--- config.mk ---
export PLATFORM = sky130hd
export DESIGN_NAME = spi_adc_trimmed_sum_sampler_unit
export DESIGN_NICKNAME = d
export VERILOG_FILES = /design/src/hdl/sats_pkg.sv /design/src/hdl/sats_dp.sv /design/src/hdl/sats_ctrl.sv /design/src/hdl/spi_adc_trimmed_sum_sampler_unit.sv
export SDC_FILE = /design/constraint.sdc
export NUM_CORES = 1
export LEC_CHECK = 0
export BUFFER_PORTS_ARGS = -buffer_cell sky130_fd_sc_hd__buf_2
export CORE_AREA = 2 2 217 219
export CTS_BUF_LIST = sky130_fd_sc_hd__clkbuf_4 sky130_fd_sc_hd__clkbuf_8
export DETAILED_ROUTE_END_ITERATION = 8
export DIE_AREA = 0 0 219 221
export REMOVE_ABC_BUFFERS = 1
export SLEW_MARGIN = 0
export SYNTH_ARGS = -nofsm -noshare
export SYNTH_HDL_FRONTEND = slang
export SYNTH_SLANG_ARGS = --single-unit
export TNS_END_PERCENT = 20
--- constraint.sdc ---
create_clock -name clk -period 6.3 [get_ports clk]
set_clock_uncertainty 0.1 [all_clocks]
set_input_delay 1.26 -clock clk [delete_from_list [all_inputs] [get_ports clk]]
set_output_delay 1.26 -clock clk [all_outputs]
set_load 0.02 [all_outputs]
--- src/hdl/sats_pkg.sv ---
// Shared types and constants for the trimmed-sum converter sampler.
// No dependencies; imported by sats_ctrl, sats_dp and the top level.
`timescale 1ns / 1ps
`default_nettype none

package sats_pkg;

    localparam int SUM_W      = 25;
    localparam int COUNT_W    = 8;
    localparam int LIMIT_W    = 16;
    localparam int BIT_IDX_W  = 5;
    localparam int CFG_IDX_W  = 2;
    localparam int CFG_DATA_W = 16;
    localparam int CMD_BITS   = 16;

    localparam logic [CMD_BITS-1:0]  READ_CMD          = 16'hD000;
    localparam logic [COUNT_W-1:0]   SAMPLE_COUNT_RST  = 8'd8;
    localparam logic [LIMIT_W-1:0]   TIMEOUT_LIMIT_RST = 16'd10000;

    localparam logic [CFG_IDX_W-1:0] CFG_SAMPLE_COUNT  = 2'd0;
    localparam logic [CFG_IDX_W-1:0] CFG_TIMEOUT_LIMIT = 2'd1;

    typedef struct packed {
        logic step;
        logic start_run;
        logic wait_tick;
        logic read_tick;
        logic busy;
        logic done;
        logic ok;
    } cmd_t;

    typedef struct packed {
        logic wait_expire;
        logic word_last;
        logic run_last;
    } sts_t;

endpackage

`default_nettype wire

--- src/hdl/sats_dp.sv ---
// Datapath: config registers, counters, shift register, sum/min/max, output registers.
// Depends on sats_pkg; driven by commands from sats_ctrl.
`timescale 1ns / 1ps
`default_nettype none

module sats_dp #(
    parameter int WORD_BITS = 16
) (
    input  wire                              clk,
    input  wire                              rst_n,
    input  wire                              cfg_we,
    input  wire [sats_pkg::CFG_IDX_W-1:0]    cfg_index,
    input  wire [sats_pkg::CFG_DATA_W-1:0]   cfg_data,
    input  sats_pkg::cmd_t                   cmd,
    output sats_pkg::sts_t                   sts,
    input  wire                              eoc_level,
    input  wire                              dout_level,
    output logic                             convst_n,
    output logic                             chip_sel_n,
    output logic                             clock_pulse,
    output logic                             data_out,
    output logic                             busy_res,
    output logic                             done_res,
    output logic                             ok,
    output logic [sats_pkg::SUM_W-1:0]       result
);
    import sats_pkg::*;

    logic [COUNT_W-1:0]   sample_count_reg;
    logic [LIMIT_W-1:0]   timeout_limit_reg;

    logic [SUM_W-1:0]     running_sum_reg, running_sum_next;
    logic [WORD_BITS-1:0] largest_reg, largest_next;
    logic [WORD_BITS-1:0] smallest_reg, smallest_next;
    logic [WORD_BITS-1:0] shift_word_reg, shift_word_next;
    logic [BIT_IDX_W-1:0] bit_index_reg, bit_index_next;
    logic [COUNT_W-1:0]   sample_index_reg, sample_index_next;
    logic [LIMIT_W-1:0]   wait_count_reg, wait_count_next;
    logic [SUM_W-1:0]     result_reg, result_next;

    logic                 convst_n_reg, chip_sel_n_reg, clock_pulse_reg, data_out_reg;
    logic                 busy_reg, done_reg, ok_reg;

    logic [LIMIT_W-1:0]   wait_inc;
    logic [BIT_IDX_W-1:0] bit_inc;
    logic [COUNT_W-1:0]   sample_inc;
    logic [COUNT_W:0]     total_raw;
    logic [COUNT_W-1:0]   total;
    logic [WORD_BITS-1:0] word_new;
    logic [WORD_BITS-1:0] largest_upd, smallest_upd;
    logic [SUM_W-1:0]     sum_upd;
    logic                 cmd_bit;

    always_comb
    begin
        wait_inc   = wait_count_reg + 1'b1;
        bit_inc    = bit_index_reg + 1'b1;
        sample_inc = sample_index_reg + 1'b1;
        total_raw  = {1'b0, sample_count_reg} + (COUNT_W+1)'(2);
        total      = total_raw[COUNT_W] ? {COUNT_W{1'b1}} : total_raw[COUNT_W-1:0];

        sts.wait_expire = (wait_inc >= timeout_limit_reg);
        sts.word_last   = (bit_inc >= BIT_IDX_W'(WORD_BITS));
        sts.run_last    = (sample_inc >= total);

        word_new     = {shift_word_reg[WORD_BITS-2:0], dout_level};
        largest_upd  = (word_new > largest_reg) ? word_new : largest_reg;
        smallest_upd = (word_new < smallest_reg) ? word_new : smallest_reg;
        sum_upd      = running_sum_reg + SUM_W'(word_new);
        cmd_bit      = (bit_index_reg < BIT_IDX_W'(CMD_BITS)) ?
                       READ_CMD[~bit_index_reg[3:0]] : 1'b0;
    end

    always_comb
    begin
        running_sum_next  = running_sum_reg;
        largest_next      = largest_reg;
        smallest_next     = smallest_reg;
        shift_word_next   = shift_word_reg;
        bit_index_next    = bit_index_reg;
        sample_index_next = sample_index_reg;
        wait_count_next   = wait_count_reg;
        result_next       = result_reg;

        if (cmd.start_run)
        begin
            running_sum_next  = '0;
            largest_next      = '0;
            smallest_next     = '1;
            sample_index_next = '0;
            wait_count_next   = '0;
        end
        else if (cmd.wait_tick)
        begin
            wait_count_next = wait_inc;
            if (!sts.wait_expire && eoc_level)
            begin
                shift_word_next = '0;
                bit_index_next  = '0;
            end
        end
        else if (cmd.read_tick)
        begin
            shift_word_next = word_new;
            bit_index_next  = bit_inc;
            if (sts.word_last)
            begin
                largest_next      = largest_upd;
                smallest_next     = smallest_upd;
                running_sum_next  = sum_upd;
                sample_index_next = sample_inc;
                bit_index_next    = '0;
                if (sts.run_last)
                    result_next = sum_upd - SUM_W'(largest_upd) - SUM_W'(smallest_upd);
                else
                    wait_count_next = '0;
            end
        end
    end

    always_ff @(posedge clk or negedge rst_n)
    begin
        if (!rst_n)
        begin
            sample_count_reg  <= SAMPLE_COUNT_RST;
            timeout_limit_reg <= TIMEOUT_LIMIT_RST;
        end
        else if (cfg_we)
        begin
            if (cfg_index == CFG_SAMPLE_COUNT)
                sample_count_reg <= cfg_data[COUNT_W-1:0];
            else if (cfg_index == CFG_TIMEOUT_LIMIT)
                timeout_limit_reg <= cfg_data[LIMIT_W-1:0];
        end
    end

    always_ff @(posedge clk or negedge rst_n)
    begin
        if (!rst_n)
        begin
            running_sum_reg  <= '0;
            largest_reg      <= '0;
            smallest_reg     <= '1;
            shift_word_reg   <= '0;
            bit_index_reg    <= '0;
            sample_index_reg <= '0;
            wait_count_reg   <= '0;
            result_reg       <= '0;
            convst_n_reg     <= 1'b1;
            chip_sel_n_reg   <= 1'b1;
            clock_pulse_reg  <= 1'b0;
            data_out_reg     <= 1'b1;
            busy_reg         <= 1'b0;
            done_reg         <= 1'b0;
            ok_reg           <= 1'b0;
        end
        else if (cmd.step)
        begin
            running_sum_reg  <= running_sum_next;
            largest_reg      <= largest_next;
            smallest_reg     <= smallest_next;
            shift_word_reg   <= shift_word_next;
            bit_index_reg    <= bit_index_next;
            sample_index_reg <= sample_index_next;
            wait_count_reg   <= wait_count_next;
            result_reg       <= result_next;
            convst_n_reg     <= !cmd.wait_tick;
            chip_sel_n_reg   <= !cmd.read_tick;
            clock_pulse_reg  <= cmd.wait_tick || cmd.read_tick;
            data_out_reg     <= cmd.read_tick ? cmd_bit : 1'b1;
            busy_reg         <= cmd.busy;
            done_reg         <= cmd.done;
            ok_reg           <= cmd.ok;
        end
    end

    assign convst_n    = convst_n_reg;
    assign chip_sel_n  = chip_sel_n_reg;
    assign clock_pulse = clock_pulse_reg;
    assign data_out    = data_out_reg;
    assign busy_res    = busy_reg;
    assign done_res    = done_reg;
    assign ok          = ok_reg;
    assign result      = result_reg;

endmodule

`default_nettype wire

--- src/hdl/sats_ctrl.sv ---
// Controller: run phase state machine and input/output beat handshake.
// Depends on sats_pkg; steers sats_dp through cmd_t, reads back sts_t.
`timescale 1ns / 1ps
`default_nettype none

module sats_ctrl (
    input  wire             clk,
    input  wire             rst_n,
    input  wire             in_valid,
    output logic            in_ready,
    output logic            out_valid,
    input  wire             out_ready,
    input  wire             start_req,
    input  wire             eoc_level,
    input  sats_pkg::sts_t  sts,
    output sats_pkg::cmd_t  cmd
);
    import sats_pkg::*;

    typedef enum logic [1:0] {
        PH_IDLE,
        PH_WAIT,
        PH_READ
    } phase_t;

    phase_t phase_reg, phase_next;
    logic   out_valid_reg, out_valid_next;
    logic   accept;

    assign in_ready = !out_valid_reg || out_ready;
    assign accept   = in_valid && in_ready;

    always_comb
    begin
        phase_next    = phase_reg;
        cmd           = '0;
        cmd.step      = accept;
        cmd.start_run = 1'b0;

        case (phase_reg)
            PH_IDLE:
            begin
                if (start_req)
                begin
                    cmd.start_run = accept;
                    phase_next    = PH_WAIT;
                end
            end
            PH_WAIT:
            begin
                cmd.wait_tick = 1'b1;
                if (sts.wait_expire)
                begin
                    cmd.done   = 1'b1;
                    phase_next = PH_IDLE;
                end
                else if (eoc_level)
                    phase_next = PH_READ;
            end
            PH_READ:
            begin
                cmd.read_tick = 1'b1;
                if (sts.word_last)
                begin
                    if (sts.run_last)
                    begin
                        cmd.done   = 1'b1;
                        cmd.ok     = 1'b1;
                        phase_next = PH_IDLE;
                    end
                    else
                        phase_next = PH_WAIT;
                end
            end
            default:
            begin
                phase_next = PH_IDLE;
            end
        endcase

        cmd.busy = (phase_next != PH_IDLE);

        if (accept)
            out_valid_next = 1'b1;
        else if (out_ready)
            out_valid_next = 1'b0;
        else
            out_valid_next = out_valid_reg;
    end

    always_ff @(posedge clk or negedge rst_n)
    begin
        if (!rst_n)
        begin
            phase_reg     <= PH_IDLE;
            out_valid_reg <= 1'b0;
        end
        else
        begin
            if (accept)
                phase_reg <= phase_next;
            out_valid_reg <= out_valid_next;
        end
    end

    assign out_valid = out_valid_reg;

endmodule

`default_nettype wire

--- src/hdl/spi_adc_trimmed_sum_sampler_unit.sv ---
// Top level of the trimmed-sum serial converter sampler.
// Depends on sats_pkg, sats_ctrl and sats_dp.
//
// Usage:
//   Input channel (in_valid/in_ready) carries one tick of pin levels per beat:
//   start_req, eoc_level, dout_level. Every input beat yields exactly one
//   output beat (out_valid/out_ready) with the pin drive levels, busy/done/ok
//   flags and the held trimmed sum (sum of all words minus largest and
//   smallest).
//   The output beat for an input is registered at the edge that accepts it.
//   Throughput is one beat per cycle while the receiver keeps out_ready high;
//   the whole tick is evaluated combinationally by the phase state machine and
//   the sum/min/max datapath.
//   The output register frees the input side: a new beat is taken whenever
//   the output register is empty or being drained in the same cycle. If the
//   receiver stalls, in_ready drops and the pending output beat holds.
//   Configuration: cfg_index 0 writes sample_count, 1 writes timeout_limit;
//   cfg_ready is always high. Write only while no run is in progress.
//   Reset: asynchronous, active low; returns to idle with sample_count 8,
//   timeout_limit 10000 and a held result of zero. No clearing pass.
`timescale 1ns / 1ps
`default_nettype none

module spi_adc_trimmed_sum_sampler_unit #(
    parameter int WORD_BITS = 16
) (
    input  wire                              clk,
    input  wire                              rst_n,
    input  wire                              cfg_valid,
    output logic                             cfg_ready,
    input  wire [sats_pkg::CFG_IDX_W-1:0]    cfg_index,
    input  wire [sats_pkg::CFG_DATA_W-1:0]   cfg_data,
    input  wire                              in_valid,
    output logic                             in_ready,
    input  wire                              start_req,
    input  wire                              eoc_level,
    input  wire                              dout_level,
    output logic                             out_valid,
    input  wire                              out_ready,
    output logic                             convst_n,
    output logic                             chip_sel_n,
    output logic                             clock_pulse,
    output logic                             data_out,
    output logic                             busy_res,
    output logic                             done_res,
    output logic                             ok,
    output logic [sats_pkg::SUM_W-1:0]       result
);
    import sats_pkg::*;

    cmd_t cmd;
    sts_t sts;

    assign cfg_ready = 1'b1;

    sats_ctrl u_ctrl (
        .clk       (clk),
        .rst_n     (rst_n),
        .in_valid  (in_valid),
        .in_ready  (in_ready),
        .out_valid (out_valid),
        .out_ready (out_ready),
        .start_req (start_req),
        .eoc_level (eoc_level),
        .sts       (sts),
        .cmd       (cmd)
    );

    sats_dp #(
        .WORD_BITS (WORD_BITS)
    ) u_dp (
        .clk         (clk),
        .rst_n       (rst_n),
        .cfg_we      (cfg_valid && cfg_ready),
        .cfg_index   (cfg_index),
        .cfg_data    (cfg_data),
        .cmd         (cmd),
        .sts         (sts),
        .eoc_level   (eoc_level),
        .dout_level  (dout_level),
        .convst_n    (convst_n),
        .chip_sel_n  (chip_sel_n),
        .clock_pulse (clock_pulse),
        .data_out    (data_out),
        .busy_res    (busy_res),
        .done_res    (done_res),
        .ok          (ok),
        .result      (result)
    );

endmodule

`default_nettype wire

-- After elaboration in Yosys (flattened, before gate mapping)
Memory sizes are Yosys's and may differ from the RTL's.
Index checks and enable logic that the tools add are counted.
- register bits after elaboration: 160
- ROM bits: 16
- input bits: 26
- output and inout port bits: 35
- logic and storage cells: 118
- memories kept: 1
- $add $sub $neg: 7
- order comparisons: 7
- eq/ne operators: 6
- multiplexer cells: 51
- bitwise gates (word level): 4
- reductions and logical operators: 23
- memories (name ; words ; bits a word ; read ports ; clocked after memory_dff ; write ports ; line ; RTL):
    (no name shown) ; 16 ; 1 ; 1 ; 0 ; 0 ; sats_dp.sv:71 ; READ_CMD[~bit_index_reg[3:0]] : 1'b0;
- operators by type and width (cell ; number):
    two-way mux 16 bit ; 15
    two-way mux 25 bit ; 4
    subtractor 25 x 16 -> 25 bit ; 2
    two-way mux 15 bit ; 3
    two-way mux 8 bit ; 5
    adder 25 x 16 -> 25 bit ; 1
    two-way mux 5 bit ; 4
    adder 16 x 1 -> 16 bit (second input constant) ; 1
    >= comparator 16 bit ; 1
    > comparator 16 bit ; 1
    < comparator 16 bit ; 1
    two-way mux 1 bit ; 12
    two-way mux 2 bit ; 6
    AND reduction 4 bit ; 3
    nonzero test 2 bit ; 5
    adder 8 x 2 -> 9 bit (second input constant) ; 1
    adder 8 x 1 -> 8 bit (second input constant) ; 1
    >= comparator 8 bit ; 1
    case mux 2 bit (3 select lines) ; 1
    AND reduction 6 bit ; 1
    nonzero test 3 bit ; 2
    adder 5 x 1 -> 5 bit (second input constant) ; 1
    >= comparator 5 bit (second input constant) ; 1
    < comparator 4 x 5 -> 1 bit (second input constant) ; 1
    14 further kinds ; 24

-- Logic depth before layout (Yosys ltp)
- depth after elaboration: 8
- gate-level depth with buffers: 26
- mapped depth without buffers: 23

-- Cells and area by module
From an unflattened synthesis, not the netlist that was laid out.
- cell total of the unflattened synthesis: 1100
- area, all modules: 10721.5 um2
- modules (own cells, without submodules) (module ; times used ; cells each ; area an instance (um2) ; sequential area each (um2)):
    sats_dp ; 1 ; 1065 ; 10413.7 ; 3960.0
    sats_ctrl ; 1 ; 33 ; 296.5 ; 75.1
    spi_adc_trimmed_sum_sampler_unit ; 1 ; 2 ; 11.3 ; 0.0

-- Worst setup path before layout
Ideal clock, no wire load.
- path kind: in2reg
- from: in dout_level
- to: reg u_dp.result_reg[22] (netlist: u_dp.result[22])
- setup time: 0.126 ns
- arrival time: 6.258 ns
- data required time: 6.074 ns
- slack: -0.184 ns
- stages: 23
- buffers on the path: 3
- cells stage by stage: inv_1 -> ha_1 -> nor2b_1 -> o21a_1 -> o21a_1 -> o21a_1 -> o21ai_0 -> a211oi_1 -> o31ai_1 -> buf_2 -> buf_1 -> mux2i_1 -> fa_1 -> ha_1 -> a21oi_1 -> nor3_1 -> o31ai_1 -> or4_4 -> a21oi_2 -> or4b_1 -> buf_2 -> or3_1 -> a221o_1
- word-level cells in the longest chain between the ends: 4
- elaborated cells on any way between the ends: 7
- those cells by class: add/sub (3); order compare (2); mux (2)
- RTL lines (what ; line ; RTL):
    from (decl) ; spi_adc_trimmed_sum_sampler_unit.sv:37 ; input wire dout_level,
    > comparator 16 bit ; sats_dp.sv:67 ; largest_upd = (word_new > largest_reg) ? word_new : largest_reg;
    two-way mux 16 bit ; sats_dp.sv:67 ;
    subtractor 25 x 16 -> 25 bit ; sats_dp.sv:114 ; result_next = sum_upd - SUM_W'(largest_upd) - SUM_W'(smallest_upd);
    subtractor 25 x 16 -> 25 bit (*) ; sats_dp.sv:114 ;
    to (signal assigned) ; sats_dp.sv:166 ; result_reg <= result_next;
    to (decl) ; sats_dp.sv:39 ; logic [SUM_W-1:0] result_reg, result_next;
Mark *: on every way between the ends. The rest lies on a longest branch, timed or not.
A chain may end at the register's enable or synchronous reset.

-- Final worst setup path
Same ends and word-level chain as after synthesis.

==> summary.md <==
| Metric | Value |
|---|---|
| Initial drt markers | ~520 |
| Hold EP | u_dp.result[1] |
| Worst Path Arrival | ~6.2 ns |
| CP max-delay cell | or4b_1 |
| CP Max Fanout | 8 |
| Avg Cell Area, Syn | between 10 and 15 um^2 |
| Synthesized flop and latch total | 160 |
| TritonRoute pass-1 iters | 5 |
| First-pass GRT wire length | 42520 um |
| Slowest stage delay, CP | around 0.58 ns |
| Rows | 79 |
| Logic pwr share | 0.616 |
| DRC Markers | 0 |
| Internal Power | just over 0.003 W |
| Area grow syn2layout | 18.15% |
| Post-Syn Area | between 10000 and 15000 um^2 |
| Vias/cell | approximately 4.6 |
| Clock power share | 0.152 |
| # IOs | just over 60 |
| Yosys warns | 0 |
| Nets | 1306 |
| Critical path endpoint category | flop |
| Count leader, synth | dfrtp_1 |
| Flip-flop and latch area | just over 4000 um^2 |
| Worst EP required | about 6.6 ns |
| GRT overflow | 0 |
| Crit Path Category | input port to flop |
| CTS buffer count | 17 |
| Reg-to-reg setup timing slack | around 0.55 ns |
| HP Class | flop to flop |
| Relative max-transition margin | 0.2101 |
| Pre-CTS setup slack | -0.2934 ns |
| Hold path depth | 2 |
| Worst-skew pair later-pin latency | 0.51 ns |
| Status | complete, no violations |
| Critical path buffers and inverters | 5 |
| Sequential share of the synthesized area | 0.3832 |
| Yosys top cell area share | 0.3208 |
| NetSw | approximately 0.0022 W |
| Area of the multi-input gates | a little over 6000 um^2 |
| Die area | 48400 um^2 |
| Root Buffer | clkbuf_8 |
| Fin crit period | 5.897 ns |
| R2R Path Start | u_dp.largest_reg[9] |
| Cells after Synth | around 1100 |
| Die height | around 220 um |
| Largest net degree at the start of global routing | 67 |
| F_max | approximately 0.17 GHz |
| CTS tree | done |
| Leading area contributor after synthesis | dfrtp_1 |
| WL per Instance | roughly 14 um |
| Slew Limit Fails | 0 |
| Core area | between 40000 and 50000 um^2 |
| Global-route usage over all layers | 0.1087 |
| Max VDD drop | roughly 0.32 mV |
| Worst-Margin Slew | about 1.2 ns |
| Share of layout cells above drive strength 1 | 0.2053 |
| Crit path max-delay family | compound AO/OA/AOI/OAI gates |
| Routed wire length | between 20000 and 30000 um |
| Period utilization | 0.9361 |
| Yosys cell types | 78 |
| Post-synth EDFFs | 0 |
| Most frequent cells after synthesis | 135 x dfrtp_1, 97 x ha_1, 76 x nand2_1, 74 x inv_1, 65 x o21ai_0 |
| Ys flop type | dfrtp_1 |
| Initial Utilization | 0.2286 |
| Fin. Hold Viols | 0 |
| Clk slew on worst S/H paths | 0.10 ns |
| # port buffers | 59 |
| Hold_ws | between 0.3 and 0.4 ns |
| Initial antenna violation count | 0 |
| Power Density | about 420 nW/um^2 |
| Clock sink total | between 150 and 200 |
| GPL Wtd Cong | around 0.85 |
| DPL Wire Length | around 19000 um |
| Register-to-Register Path Depth | 23 |
| Cts hold-fix bufs | 0 |
| Setup violations, final | 0 |
| Leakage | slightly above 6 nW |
| Switch share | 0.4132 |
| Post-route ant nets | 0 |
| Antenna cell count | 0 |
| Async S/R FF share, synth | 1.000 |
| Clock Path Buffers | 2 |
| Final setup margin | between 0.4 and 0.5 ns |
| RSZ-0062 raised after global routing | no |
| Filler Cell Count | 4945 |
| Die width | ~220 um |
| Hold path start | u_dp.result[1] |
| Largest cells by area after synthesis | dfrtp_1 32%, ha_1 12%, dfstp_2 6.2% |
| Number of global-route vias before repair | around 8400 |
| Setup TNS | 0 ns |
| Max Cap Violations | 0 |
| Sequential share of power | 0.232 |
| Reg2reg end | u_dp.result[22] |
| CP startpoint kind | input port |
| Via Count | approximately 8200 |
| H-Tree Depth | 4 |
## logic make-up after synthesis
family / after synthesis / synth area share
AO/OA/AOI/OAI: 321 / 0.2152
multiplexers: 53 / 0.05334
other: 1 / 0.0003561
flip-flops: 160 / 0.3832
AND/OR/NAND/NOR: 231 / 0.1087
buffers and inverters: 110 / 0.04016
adder cells (fa/ha/maj): 114 / 0.1476
XOR/XNOR: 62 / 0.05156
## how the worst max path moves through the flow
stage | startpoint | endpoint | slack [ns] | depth (start not counted)
floorplan | dout_level | u_dp.result[22] | -1.34 | 20
global placement | dout_level | u_dp.result[22] | -0.24 | 23
detailed placement | dout_level | u_dp.result[22] | -0.29 | 23
CTS | dout_level | u_dp.result[22] | 0.24 | 23
global route | dout_level | u_dp.result[21] | 0.03 | 24
finish | dout_level | u_dp.result[22] | 0.40 | 25
## layout by cell type, fill, tap and decap left out, types with 28 or more instances in the layout
| cell type | instances |
|---|---|
| inv_1 | 74 |
| a21oi_1 | 60 |
| dfrtp_1 | 135 |
| a21o_1 | 33 |
| buf_4 | 71 |
| nand2_1 | 76 |
| ha_1 | 97 |
| a22o_1 | 59 |
| nor2_1 | 41 |
| o21ai_0 | 65 |
| mux2i_1 | 28 |
| xnor2_1 | 37 |
| buf_2 | 58 |
## through the flow
step | total power, W | util | std cells | cell area (um^2)
after detailed placement | 0.004379 | 0.2603 | 1748 | 11990
after floorplan | 0.003308 | - | 1016 | 10390
after global placement | 0.004337 | 0.2603 | 1748 | 11990
final | 0.005287 | 0.2701 | 1786 | 12440
after CTS | 0.005223 | 0.2690 | 1780 | 12390
after global routing | 0.005756 | 0.2701 | 1786 | 12440
## routing by layer
metal,share of wire,GRT usage
met3,0.035,0.02337
met2,0.48,0.1824
met1,0.47,0.1413
met5,0,0
met4,0.015,0.02746
## worst min-delay path, cell delays in order, from the launching register on
cell and delay (ns):
dfrtp_1 0.35, nand2_1 0.05, nand2_1 0.05
## power groups by stage
stage          registers [W]  logic [W]  clock network, W
5_1_grt              0.00124    0.00364          0.000874
3_5_place_dp         0.00125    0.00313                 0
2_1_floorplan        0.00125    0.00206                 0
3_3_place_gp         0.00124    0.00310                 0
4_1_cts              0.00123    0.00316          0.000837
6_report             0.00123    0.00326          0.000805
## layout make-up
class	count	area share
Multi-Input combinational cell	782	0.4915
Clock inverter	15	0.01337
Timing Repair Buffer	131	0.06868
Inverter	74	0.02232
Sequential cell	160	0.3243
Clock buffer	17	0.01880
Tap cell	607	0.06104
## repair_timing
item	4_1_cts	5_1_grt
buffers inserted	0	6
endpoints found under the setup margin	0	7
gates resized for setup	0	2
Note: power is estimated with default switching activity, not from simulation.
